[config.mk]
export PLATFORM = sky130hd
export DESIGN_NAME = ncmg_store
export DESIGN_NICKNAME = d
export VERILOG_FILES = /design/src/rtl/ncmg_pkg.sv /design/src/rtl/ncmg_store.sv
export SDC_FILE = /design/constraint.sdc
export NUM_CORES = 2
export LEC_CHECK = 0
export BUFFER_PORTS_ARGS = -buffer_cell sky130_fd_sc_hd__buf_4
export CAP_MARGIN = 20
export CORE_AREA = 2 2 606 487
export CTS_BUF_LIST = sky130_fd_sc_hd__clkbuf_16
export CTS_CLUSTER_DIAMETER = 150
export DETAILED_ROUTE_END_ITERATION = 12
export DIE_AREA = 0 0 608 489
export GPL_ROUTABILITY_DRIVEN = 0
export PLACE_DENSITY = 0.59
export SYNTH_ARGS = -nofsm -noshare
export SYNTH_HDL_FRONTEND = slang
export SYNTH_SLANG_ARGS = --single-unit
[constraint.sdc]
create_clock -name clock -period 4.2 [get_ports clock]
set_input_delay 0.63 -clock clock [delete_from_list [all_inputs] [get_ports clock]]
set_output_delay 0.63 -clock clock [all_outputs]
set_load 0.01 [all_outputs]
[src/rtl/ncmg_pkg.sv]
// Shared constants, types and helpers for the noise cave map generator.
`timescale 1ns / 1ps

package ncmg_pkg;

   localparam int MAP_COLUMNS = 40;
   localparam int MAP_ROWS    = 40;

   localparam int COL_W  = $clog2(MAP_COLUMNS);
   localparam int ROW_W  = $clog2(MAP_ROWS);
   localparam int ADDR_W = $clog2(MAP_COLUMNS * MAP_ROWS);
   localparam int DEPTH  = MAP_COLUMNS * MAP_ROWS;
   localparam int TILE_W = 2;
   localparam int HASH_W = 31;

   // hash constants
   localparam logic [31:0] HASH_ROW_MUL  = 32'd57;
   localparam logic [31:0] HASH_SEED_MUL = 32'd131;
   localparam int          HASH_SHIFT    = 13;
   localparam logic [31:0] HASH_SQ_MUL   = 32'd15731;
   localparam logic [31:0] HASH_SQ_ADD   = 32'd789221;
   localparam logic [31:0] HASH_FIN_ADD  = 32'd1376312589;

   // tile codes
   localparam logic [TILE_W-1:0] TILE_NONE  = 2'd0;
   localparam logic [TILE_W-1:0] TILE_WATER = 2'd1;
   localparam logic [TILE_W-1:0] TILE_ICE   = 2'd2;
   localparam logic [TILE_W-1:0] TILE_ROCK  = 2'd3;

   // operations and reply kinds
   localparam logic OP_GENERATE   = 1'b0;
   localparam logic OP_READ       = 1'b1;
   localparam logic REPLY_DONE    = 1'b0;
   localparam logic REPLY_TILE    = 1'b1;

   // register indexes
   localparam logic [1:0] REG_ICE_LIMIT   = 2'd0;
   localparam logic [1:0] REG_ROCK_LIMIT  = 2'd1;
   localparam logic [1:0] REG_PASSES      = 2'd2;
   localparam logic [1:0] REG_WATER_LIMIT = 2'd3;

   typedef enum logic [2:0] {
      ST_IDLE,
      ST_FILL,
      ST_DRAIN,
      ST_COL_START,
      ST_FETCH,
      ST_COMPUTE,
      ST_DONE,
      ST_READ
   } state_type;

   typedef struct packed {
      logic              valid;
      logic [ADDR_W-1:0] addr;
      logic [HASH_W-1:0] hash;
   } hash_out_type;

   function automatic logic [ADDR_W-1:0] addr_of(input logic [COL_W-1:0] c,
                                                 input logic [ROW_W-1:0] r);
      return ADDR_W'(int'(c) * MAP_ROWS + int'(r));
   endfunction

endpackage

[src/rtl/ncmg_store.sv]
// Tile store: simple dual-port memory, registered read.
`timescale 1ns / 1ps

module ncmg_store (
   input  logic                                 clock,
   input  logic                                 wr_en,
   input  logic [ncmg_pkg::ADDR_W-1:0]          wr_addr,
   input  logic [ncmg_pkg::TILE_W-1:0]          wr_data,
   input  logic                                 rd_en,
   input  logic [ncmg_pkg::ADDR_W-1:0]          rd_addr,
   output logic [ncmg_pkg::TILE_W-1:0]          rd_data
);

   logic [ncmg_pkg::TILE_W-1:0] mem [ncmg_pkg::DEPTH];
   logic [ncmg_pkg::TILE_W-1:0] rd_data_ff;

   always_ff @(posedge clock) begin
      if (wr_en) begin
         mem[wr_addr] <= wr_data;
      end
      if (rd_en) begin
         rd_data_ff <= mem[rd_addr];
      end
   end

   assign rd_data = rd_data_ff;

endmodule

Yosys cells after proc, flatten, opt, wreduce, memory -nomap -nowiden
Memory sizes are Yosys's and may differ from the RTL's. A register that Yosys moved wholly into a read port is not among the register bits.
Index checks and enable logic that the tools add are counted.
{ "totals": {"register_bits": 0, "ramBits": 3200, "output_inout_bits": 2, "wordCells": 3, "memories": 1} }
{ "mem_list": {"columns": ["memory", "words", "width", "rd", "rd_ports_with_merged_regs", "wr", "line", "source"], "rows": [
  ["mem", 1600, 2, 1, 1, 1, "ncmg_store.sv:14", "logic [ncmg_pkg::TILE_W-1:0] mem [ncmg_pkg::DEPTH];"]
]} }
{ "classes": {"muxes": 2} }
{ "ops": {"columns": ["operator", "count"], "rows": [
  ["$mux 1", 2]
]} }

Longest topological paths before layout
{ "depth": {"depth_word": 2, "mapped_depth": 15, "mapped_depth_nobuf": 8} }

Worst setup path after synthesis
No wires, ideal clock.
{ "synth_timing": {"path_type": "input to register", "startpoint": "input port rd_addr[0] (netlist name)", "endpoint": "register rd_data_ff (netlist bit rd_data[1]), read port of mem (data pin)", "setup_ns": 0.268, "arrival_time_ns": 2.991, "t_required_ns": 3.932, "slack_ns": 0.941, "cell_stages": 11, "path_buffers": 5, "path_cell_list": "buf_6 buf_6 buf_6 buf_4 buf_2 mux4_2 o211ai_1 nand4_1 o2111a_1 o41ai_2 o31ai_1"} }
{ "synth_lines": {"columns": ["element", "line", "source"], "rows": [
  ["from (decl)", "ncmg_store.sv:10", "input logic [ncmg_pkg::ADDR_W-1:0] rd_addr,"],
  ["to (decl)", "ncmg_store.sv:15", "logic [ncmg_pkg::TILE_W-1:0] rd_data_ff;"]
]} }

==> results.cfg <==
[yosys]
synth_area_um2 = 130600
netlist.top_cell.by_area = sky130_fd_sc_hd__edfxtp_1
synthTopCellsByCount = sky130_fd_sc_hd__edfxtp_1 (3202), sky130_fd_sc_hd__nor2_1 (1656), sky130_fd_sc_hd__mux4_2 (755)
synth-adder-area-share_pct = 0
muxShareOfSynthArea_pct = 15.08
synth_largest_type_area_fraction_pct = 73.62
netlist_instances = 7361
yosysUniqueCellTypes = 71
async_reset_ff_share_pct = 0
synth_top_family_by_area = multiplexers
syn_area_per_cell_um2 = 17.74
yosys_warnings = 0
synth.yosys.seq_area_share_pct = 73.62
netlist_top_cells_area = sky130_fd_sc_hd__edfxtp_1 (74%), sky130_fd_sc_hd__mux4_2 (13%), sky130_fd_sc_hd__nor2_1 (4.8%)
synth-seq-cells = 3202
share_of_the_synthesized_area_in_compound_gates_ao_oa_aoi_oai_pct = 2.366
synthSimpleGateAreaFrac_pct = 6.460
dominantRegCellSynth = sky130_fd_sc_hd__edfxtp_1
synth_nets = 7388
post_synth_edffs = 3202
yosysMostFrequentCell = sky130_fd_sc_hd__edfxtp_1
synth-xor-area-share_pct = 0

[worst_hold_path]
hp-start = rd_en
worstHoldPathType = input port to register
worst_hold_path_depth = 1

[placement]
placed_cell_area_um2 = 138800
dpl.hpwl_um = 235300
detailedPlace.worstSlack_ns = -0.3245
io_buffer_count = 28

[sta]
portion_of_the_clock_cycle_consumed_by_the_worst_path_in_the_final_layout_pct = 86.68
maxSlewViolCount = 0
skew_ns = 0.04397
worst_pin_slew_ns = 1.266
rsz0062_at_grt = no
final.hold.worst_slack_ns = 0.08569
final.setup.worst_slack_ns = 0.5595
final_period_minus_worst_setup_slack_ns = 3.640
finalSetupViolations = 0
hold_viol = 0
slew_headroom_pct = 15.26
highest_clock_frequency_the_design_can_meet_ghz = 0.2747

[route]
average_routed_wire_per_standard_cell_um = 34.24
met2_wirelength_um = 178500
first_pass_iters = 6
met1_length_um = 161100
routed_wl_um = 402000
initialDrtViolationCount = 11576
detail_route.vias_per_cell = 6.295
drc = 0
num_vias = 73905
number_of_nets_with_antenna_violations_after_routing = 0
route.top_layer_used = met5
met3_wirelength_um = 50160

[pwr]
power.total_uw = 66760
power.static_leakage_uw = 0.04577
worst_ir_drop_vdd_uv = 379.7
power-per-cell-area_nw_per_um2 = 448.9

[global_route]
grt_start_max_net_pins = 194
antenna_found_initial = 28
grt_pass1_wl_um = 562100
grt_pass1_vias = 72713
groute.usage.overall_pct = 26.83
grt-ovfl-total = 0

[worst_setup_path]
critical_path_cell_sequence = buf_16 > buf_12 > buf_12 > buf_4 > mux4_2 > mux4_2 > o31ai_1 > o31ai_1 > buf_4 > nor4_1 > buf_12 > o31ai_1
crit_buf_inv = 6
worst_r2r_path_depth = 8
critical_path.reg2reg.endpoint = rd_data[1]
largest_delay_share_family_worst_path = buffers and inverters
timing_worst_setup_path_type = input port to register
ff2ff_setup_slack_ns = 0.69
critical_path_peak_fanout = 19
crit_path_start = rd_addr[0]
setup.worst_path.end = rd_data[1]
cpMaxStageDelayCell = sky130_fd_sc_hd__o31ai_1
crit_path_start_kind = input port
worst_r2r_startpoint = mem[703][1]
kind_of_capture_point_of_the_worst_setup_path = register
critPathArrivalTime_ns = 4.27
worst-path-stages = 12
critical-path-max-stage-delay_ns = 0.65
worst-endpoint-required_ns = 4.83

[clock_tree]
post-cts-setup-buffer-count = 0
clk_latency_ns = 0.89
htreeDepth = 5
cts_root_buf = sky130_fd_sc_hd__clkbuf_16
cts_made_buffers = 316
post_cts_resize_count = 0
tritoncts = done
clockBufferDepth = 4
worst_setup_hold_path_clk_slew_ns = 0.06
clock_sink_count = 3202
number_of_hold_repair_buffers_added_at_the_cts_stage = 0

[final_layout]
seqCellArea_um2 = 96150
layout.filler_cells = 23535
nets = 7661
area_growth_pct = 13.87
layout.cell_area.non_filler_um2 = 148700
post_route_cells_drive_above_1_share_pct = 23.55
multi_input_comb_area_um2 = 31750

[outcome]
status = completed

[floorplanning]
io_pins = 29
floorplan.die_area_um2 = 297300
effective_utilization_at_floorplan_pct = 44.69
rows = 178
dieHeight_um = 489
design.core.area_um2 = 292200
die_extent_in_x_um = 608

[job]
drv_cap = 0
==> how the worst min path moves through the flow <==
stage | endpoint
finish | rd_data[1]
global route | rd_data[1]
floorplan | mem[0][0]
CTS | rd_data[1]
global placement | rd_data[0]
detailed placement | rd_data[0]
==> state kept, by name (all words and copies together) (netlist names) <==
signal and flops:
rd_data 2, mem 3200
==> metrics by stage <==
step / util [%] / TNS [ns] / cells
floorplan: - / 0 / 7361
global placement: 47.46 / -0.9491 / 11176
detailed placement: 47.50 / -0.4200 / 11183
CTS: 50.87 / 0 / 11730
global route: 50.89 / 0 / 11735
finish: 50.90 / 0 / 11740
==> layer usage <==
metal / track usage (%) / vias up
met5: 0 / -
met4: 7.611 / 16
met3: 6.509 / 600
met2: 39.85 / 4589
met1: 39.62 / 39194
li1: - / 29506
==> where the power goes <==
part	total (uW)	internal (uW)	switching, uW	leakage (uW)
registers	35200	35200	9.54	0.0288
logic	3800	1360	2440	0.0119
clock network	27800	15700	12100	0.00507
total	66800	52200	14600	0.0458
==> layout make-up <==
class / instances / share of cell area [%]
Clock buffer: 323 / 5.435
Timing Repair Buffer: 582 / 4.077
Sequential cell: 3202 / 64.65
Multi-Input combinational cell: 3523 / 21.35
Inverter: 9 / 0.02945
Tap cell: 3870 / 3.256
Clock inverter: 224 / 1.190
Antenna cell: 7 / 0.01178
==> cell families after synthesis <==
kind of cell / count (synthesis)
compound gates: 427
buf+inv: 636
flops: 3202
simple gates: 2118
mux: 978
==> placed cells by master (no fill, tap or decap), types with 38 or more instances in the layout <==
master	synthesis	final
sky130_fd_sc_hd__nor2_1	1656	1650
sky130_fd_sc_hd__nand3_1	84	52
sky130_fd_sc_hd__o221ai_1	41	41
sky130_fd_sc_hd__clkinv_2	0	54
sky130_fd_sc_hd__edfxtp_1	3202	3202
sky130_fd_sc_hd__a21oi_1	66	66
sky130_fd_sc_hd__buf_12	1	124
sky130_fd_sc_hd__inv_1	7	63
sky130_fd_sc_hd__clkinv_1	1	64
sky130_fd_sc_hd__mux4_2	755	755
sky130_fd_sc_hd__a22oi_1	91	91
sky130_fd_sc_hd__o22ai_1	38	38
sky130_fd_sc_hd__nand2_1	239	238
sky130_fd_sc_hd__mux2i_1	176	176
sky130_fd_sc_hd__buf_4	40	444
sky130_fd_sc_hd__clkbuf_16	0	323
No activity file was read; power rests on OpenSTA's default activity.
