### src/rtl/ncmg_pkg.sv
// Shared constants, types and helpers for the noise cave map generator.
`timescale 1ns / 1ps

package ncmg_pkg;

   localparam int MAP_COLUMNS = 40;
   localparam int MAP_ROWS    = 40;

   localparam int COL_W  = $clog2(MAP_COLUMNS);
   localparam int ROW_W  = $clog2(MAP_ROWS);
   localparam int ADDR_W = $clog2(MAP_COLUMNS * MAP_ROWS);
   localparam int DEPTH  = MAP_COLUMNS * MAP_ROWS;
   localparam int TILE_W = 2;
   localparam int HASH_W = 31;

   // hash constants
   localparam logic [31:0] HASH_ROW_MUL  = 32'd57;
   localparam logic [31:0] HASH_SEED_MUL = 32'd131;
   localparam int          HASH_SHIFT    = 13;
   localparam logic [31:0] HASH_SQ_MUL   = 32'd15731;
   localparam logic [31:0] HASH_SQ_ADD   = 32'd789221;
   localparam logic [31:0] HASH_FIN_ADD  = 32'd1376312589;

   // tile codes
   localparam logic [TILE_W-1:0] TILE_NONE  = 2'd0;
   localparam logic [TILE_W-1:0] TILE_WATER = 2'd1;
   localparam logic [TILE_W-1:0] TILE_ICE   = 2'd2;
   localparam logic [TILE_W-1:0] TILE_ROCK  = 2'd3;

   // operations and reply kinds
   localparam logic OP_GENERATE   = 1'b0;
   localparam logic OP_READ       = 1'b1;
   localparam logic REPLY_DONE    = 1'b0;
   localparam logic REPLY_TILE    = 1'b1;

   // register indexes
   localparam logic [1:0] REG_ICE_LIMIT   = 2'd0;
   localparam logic [1:0] REG_ROCK_LIMIT  = 2'd1;
   localparam logic [1:0] REG_PASSES      = 2'd2;
   localparam logic [1:0] REG_WATER_LIMIT = 2'd3;

   typedef enum logic [2:0] {
      ST_IDLE,
      ST_FILL,
      ST_DRAIN,
      ST_COL_START,
      ST_FETCH,
      ST_COMPUTE,
      ST_DONE,
      ST_READ
   } state_type;

   typedef struct packed {
      logic              valid;
      logic [ADDR_W-1:0] addr;
      logic [HASH_W-1:0] hash;
   } hash_out_type;

   function automatic logic [ADDR_W-1:0] addr_of(input logic [COL_W-1:0] c,
                                                 input logic [ROW_W-1:0] r);
      return ADDR_W'(int'(c) * MAP_ROWS + int'(r));
   endfunction

endpackage

### src/rtl/ncmg_hash.sv
// Four-stage pipelined noise hash, one tile per cycle.
`timescale 1ns / 1ps

module ncmg_hash (
   input  logic                         clock,
   input  logic                         reset,
   input  logic                         in_valid,
   input  logic [ncmg_pkg::COL_W-1:0]   in_col,
   input  logic [ncmg_pkg::ROW_W-1:0]   in_row,
   input  logic [31:0]                  seed,
   output ncmg_pkg::hash_out_type       hash_out,
   output logic                         busy
);

   logic [3:0]                      v_ff;
   logic [ncmg_pkg::ADDR_W-1:0]     a1_ff, a2_ff, a3_ff, a4_ff;
   logic [31:0]                     n1_ff, n2_ff, n3_ff;
   logic [31:0]                     sq_ff, t_ff, p_ff;
   logic [31:0]                     n0_in, base_in, sum_in;

   always_comb begin
      base_in = 32'(in_col) + 32'(in_row) * ncmg_pkg::HASH_ROW_MUL
              + seed * ncmg_pkg::HASH_SEED_MUL;
      n0_in   = (base_in << ncmg_pkg::HASH_SHIFT) ^ base_in;
      sum_in  = p_ff + ncmg_pkg::HASH_FIN_ADD;
   end

   always_ff @(posedge clock) begin
      if (reset) begin
         v_ff <= '0;
      end else begin
         v_ff <= {v_ff[2:0], in_valid};
      end
      a1_ff <= ncmg_pkg::addr_of(in_col, in_row);
      n1_ff <= n0_in;
      a2_ff <= a1_ff;
      n2_ff <= n1_ff;
      sq_ff <= n1_ff * n1_ff;
      a3_ff <= a2_ff;
      n3_ff <= n2_ff;
      t_ff  <= sq_ff * ncmg_pkg::HASH_SQ_MUL + ncmg_pkg::HASH_SQ_ADD;
      a4_ff <= a3_ff;
      p_ff  <= n3_ff * t_ff;
   end

   assign hash_out.valid = v_ff[3];
   assign hash_out.addr  = a4_ff;
   assign hash_out.hash  = sum_in[ncmg_pkg::HASH_W-1:0];
   assign busy           = |v_ff;

endmodule
### config.mk
export PLATFORM = sky130hd
export DESIGN_NAME = ncmg_hash
export DESIGN_NICKNAME = d
export VERILOG_FILES = /design/src/rtl/ncmg_pkg.sv /design/src/rtl/ncmg_hash.sv
export SDC_FILE = /design/constraint.sdc
export NUM_CORES = 2
export LEC_CHECK = 0
export BUFFER_PORTS_ARGS = -buffer_cell sky130_fd_sc_hd__buf_4
export CORE_ASPECT_RATIO = 1.25
export CORE_MARGIN = 1.5
export CORE_UTILIZATION = 45
export DETAILED_ROUTE_END_ITERATION = 8
export MAX_ROUTING_LAYER = met4
export PLACE_DENSITY = 0.75
export SLEW_MARGIN = 30
export SYNTH_ARGS = -nofsm -noshare
export SYNTH_HDL_FRONTEND = slang
export SYNTH_SLANG_ARGS = --single-unit
### constraint.sdc
create_clock -name clock -period 6.9 [get_ports clock]
set_input_delay 2.07 -clock clock [delete_from_list [all_inputs] [get_ports clock]]
set_output_delay 2.07 -clock clock [all_outputs]
set_load 0.02 [all_outputs]
Word-level counts from Yosys, hierarchy flattened --
Index checks and enable logic that the tools add are counted.
Cells by class: bitwise logic cells 1, reduce and logical (&&, ||, !) cells 1, multiply operators 6, $add $sub $neg 5
Operator list (number):
- $add 13x32->32 | 1
- $add 32x20->32 const B | 1
- $mul 32x14->32 const B | 1
- $mul 32x32->31 | 1
- $mul 32x32->32 | 1
- $mul 32x8->32 const B | 1
- $xor 32x32->32 | 1
- $add 31x31->31 const B | 1
- $add 6x12->13 | 1
- $mul 6x6->12 const B | 1
- $add 11x6->11 | 1
- $mul 6x3->8 const B | 1
- $reduce_or 4->1 | 1
Storage, ports and cells: word-level logic and storage cells 24, bits in registers 239, input bits 47

Depth between registers and ports, before layout --
word-level depth 4, gate-level depth with buffers 28, gate-level depth less buffers 26

Worst setup path before layout --
No wires, ideal clock.
path type input port to flip-flop, from input in_row[0] (netlist bit), to register n1_ff[29], setup slack -144 ps, arrival time 6915 ps, stages 18, buffers on the path 0, cell sequence fa_1 -> inv_1 -> fa_1 -> inv_1 -> ha_1 -> fa_1 -> ha_1 -> fa_1 -> ha_1 -> a21oi_1 -> o211ai_2 -> a311o_2 -> a2111oi_4 -> o31ai_2 -> a41o_1 -> a211o_1 -> o41ai_2 -> a311oi_1
On the way: word-level cells in the longest chain between the ends 4
Ends and longest elaborated chain:
- from (decl) | RTL line ncmg_hash.sv:9 | input logic [ncmg_pkg::ROW_W-1:0] in_row,
- $mul 6x6->12 | RTL line ncmg_hash.sv:22 | base_in = 32'(in_col) + 32'(in_row) * ncmg_pkg::HASH_ROW_MUL
- $add 6x12->13 | RTL line ncmg_hash.sv:22
- $add 13x32->32 | RTL line ncmg_hash.sv:23 | + seed * ncmg_pkg::HASH_SEED_MUL;
- $xor 32x32->32 | RTL line ncmg_hash.sv:24 | n0_in = (base_in << ncmg_pkg::HASH_SHIFT) ^ base_in;
- net n0_in[29] | RTL line ncmg_hash.sv:19 | logic [31:0] n0_in, base_in, sum_in;
- to (signal assigned) | RTL line ncmg_hash.sv:35 | n1_ff <= n0_in;
- to (decl) | RTL line ncmg_hash.sv:17 | logic [31:0] n1_ff, n2_ff, n3_ff;
The timed path passes the listed nets, and every way through them passes these cells. A chain may end at the register's enable or synchronous reset.

Worst setup path in the final report --
Ends and elaborated chain as after synthesis.

==> flow_metrics.py <==
metrics = {
    "synth": {
        "async_reset_ff_share_pct": 0,
        "avgSynthCellArea_um2": 9.79,
        "ys_ff_latch": 231,
        "synth_area_um2": 43200,
        "synth_cells": 4413,
        "yosysUniqueCellTypes": 68,
        "yosys_warnings": 0,
        "synth_edf_count": 0,
        "synthFlopType": "dfxtp_1",
        "ys_seq_area_share_pct": 10.7,
    },
    "min_path": {
        "min_path_type": "flop to flop",
    },
    "drt": {
        "wire_per_inst_um": 16.0,
        "wl_um": 94800,
        "ant_nets": 0,
        "drtIter0Drc": 1162,
        "drc": 0,
        "vias": 29285,
        "firstDrtPassIters": 5,
        "via_per_inst": 4.93,
    },
    "timing": {
        "min_period_ns": 6.70,
        "setup_viol": 0,
        "tightest_slew_ns": 0.713,
        "maxSlewHeadroom_pct": 52.4,
        "max_freq_ghz": 0.149,
        "rsz0062_at_grt": "yes",
        "hold-worst-slack_ns": 0.312,
        "slew_violations": 0,
        "hold_violations": 0,
        "finalClockSkew_ns": 0.0164,
        "period_share_pct": 97.1,
    },
    "placement": {
        "placed_area_um2": 46700,
        "dpl.hpwl_um": 82800,
        "portBuffers": 89,
        "routabilityCongestion": 0.954,
    },
    "cts": {
        "numCtsBuffers": 30,
        "worstSkewPairLatency_ns": 0.61,
        "clk_pin_slew_ns": 0.07,
        "cts_max_level": 1,
        "postCtsHoldBufs": 0,
        "cts_tree": "built",
        "clockRootBuffer": "clkbuf_16",
        "clockBufferDepth": 3,
        "cts.sinks": 231,
    },
    "floorplan": {
        "die_area_um2": 97800,
        "ios": 91,
        "num_rows": 126,
        "core_um2": 94700,
        "die_h_um": 349,
        "die_w_um": 280,
        "start_util_pct": 45.6,
    },
    "worst_setup_path": {
        "cp_data_required_time_ns": 7.37,
        "cp_top_family": "adder cells",
        "max_stage_delay_ns": 0.58,
        "path_buf_inv": 4,
        "worstSetupPathType": "input pin to flop",
        "cp.arrival_ns": 7.17,
        "startpoint_type": "input pin",
        "cpMostUsedCell": "fa_1",
        "worstPathMaxFanout": 3,
        "slowest_stage": "fa_1",
        "crit_path_end_kind": "flop",
        "crit_chain": "buf_6 -> fa_1 -> inv_1 -> fa_1 -> inv_2 -> ha_4 -> fa_1 -> ha_1 -> fa_1 -> ha_4 -> o211ai_1 -> o211ai_2 -> a311o_2 -> buf_6 -> a2111oi_4 -> o31ai_2 -> a41o_1 -> a211o_1 -> o41ai_2 -> a311oi_1",
    },
    "job": {
        "drv_cap": 0,
    },
    "final_layout": {
        "final_cell_area_um2": 48100,
        "nNetsFinal": 6111,
        "final_cell_mix": "1151 x inv_1, 905 x fa_1, 512 x ha_1",
        "drive_gt1_share_pct": 9.40,
        "final_common_cell": "inv_1",
        "fill_cells": 8428,
        "num_antenna_cells": 0,
        "area_growth_pct": 11.3,
    },
    "global_route": {
        "overflow": 0,
        "grt_pass1_vias": 33494,
        "antenna_found_initial": 1,
        "grt_max_degree": 22,
        "grt.total_usage_pct": 21.2,
        "grt_pass1_wl_um": 161000,
    },
    "run_status": {
        "outcome": "finished clean",
    },
}
-- cell families (layout without fill, tap and decap cells) --
family,after synthesis,count (layout),synth area share (%)
AO/OA/AOI/OAI,307,307,4.80
XOR/XNOR,273,273,5.54
adder cells (fa/ha/maj),1427,1427,57.1
buffers and inverters,1270,1516,11.0
flip-flops,231,231,10.7
multiplexers,2,2,0.0464
other,2,4,0.0174
AND/OR/NAND/NOR,901,901,10.7
-- path summary, 6_finish.rpt --
| check | start | end | slack (ns) | cells after the start |
|---|---|---|---|---|
| worst max-delay path | in_row[0] | n1_ff[29] | 0.20 | 20 |
| worst min register to register | a3_ff[6] | a4_ff[6] | 0.31 | 0 |
| worst max register to register | n3_ff[11] | p_ff[30] | 0.23 | 24 |
| worst min-delay path | a3_ff[6] | a4_ff[6] | 0.31 | 0 |
-- registers in the layout, summed over array words and instances, names as in the netlist --
name   cells
n1_ff     31
n3_ff     31
p_ff      31
n2_ff     30
sq_ff     30
t_ff      30
a1_ff     11
a2_ff     11
a3_ff     11
a4_ff     11
v_ff       4
-- stage by stage --
| step | TNS (ns) | std cells | worst slack (ns) | util [%] |
|---|---|---|---|---|
| 2_1_floorplan | 0 | 4415 | 0.0148 | - |
| 3_3_place_gp | -2.36 | 5880 | -0.429 | 49.3 |
| 3_5_place_dp | -3.17 | 5880 | -0.481 | 49.3 |
| 4_1_cts | 0 | 5936 | 0.000879 | 50.4 |
| 5_1_grt | -0.144 | 5941 | -0.0835 | 50.7 |
| 6_report | 0 | 5941 | 0.201 | 50.7 |
-- per-layer routing --
layer | vias to the layer above | routed length [um] | GRT usage, %
li1 | 13517 | - | -
met1 | 14839 | 34700 | 22.5
met2 | 690 | 51600 | 39.9
met3 | 239 | 4180 | 2.26
met4 | 0 | 4270 | 8.06
met5 | - | 0 | -
-- synth_stat cells, types with 3 or more instances --
master | number | area [um2]
or2_2 | 4 | 25.0
nor2b_1 | 17 | 106
dfxtp_1 | 231 | 4620
a31oi_1 | 13 | 81.3
clkbuf_1 | 116 | 435
a21o_1 | 57 | 428
inv_1 | 1153 | 4330
a21oi_1 | 90 | 450
o21a_1 | 16 | 120
xnor2_1 | 195 | 1710
o221a_2 | 3 | 33.8
and3_1 | 19 | 119
nor2_1 | 54 | 203
ha_1 | 520 | 6510
a311oi_1 | 3 | 26.3
o31ai_1 | 5 | 37.5
xor2_1 | 78 | 683
nand2_1 | 339 | 1270
nor4_1 | 4 | 25.0
a31o_2 | 5 | 43.8
o21bai_1 | 17 | 128
a211oi_1 | 10 | 75.1
nand4_1 | 4 | 25.0
o21ai_0 | 43 | 215
or3_1 | 6 | 37.5
nor3_1 | 21 | 105
o211ai_1 | 6 | 45.0
a211o_1 | 5 | 43.8
fa_1 | 907 | 18200
nand2b_1 | 8 | 50.1
nand3_1 | 14 | 70.1
and2_1 | 400 | 2500
o21ai_1 | 3 | 15.0
-- final cells by class --
class	count	area, um2	share of cell area, %
Clock buffer	36	793	1.65
Clock inverter	20	290	0.604
Inverter	1153	4330	9.00
Multi-Input combinational cell	2914	34000	70.8
Sequential cell	231	4680	9.74
Tap cell	1280	1600	3.33
Timing Repair Buffer	307	2350	4.90
-- repair_timing --
action                                  in CTS  in global routing
setup buffers                                0                  5
pin swaps                                    0                 18
cloned                                       0                  0
resized for setup                            9                 70
endpoints found under the setup margin       6                 14
Power is not shown: default switching activity piles up to over one toggle a cycle in this logic, so the estimate is an artifact.
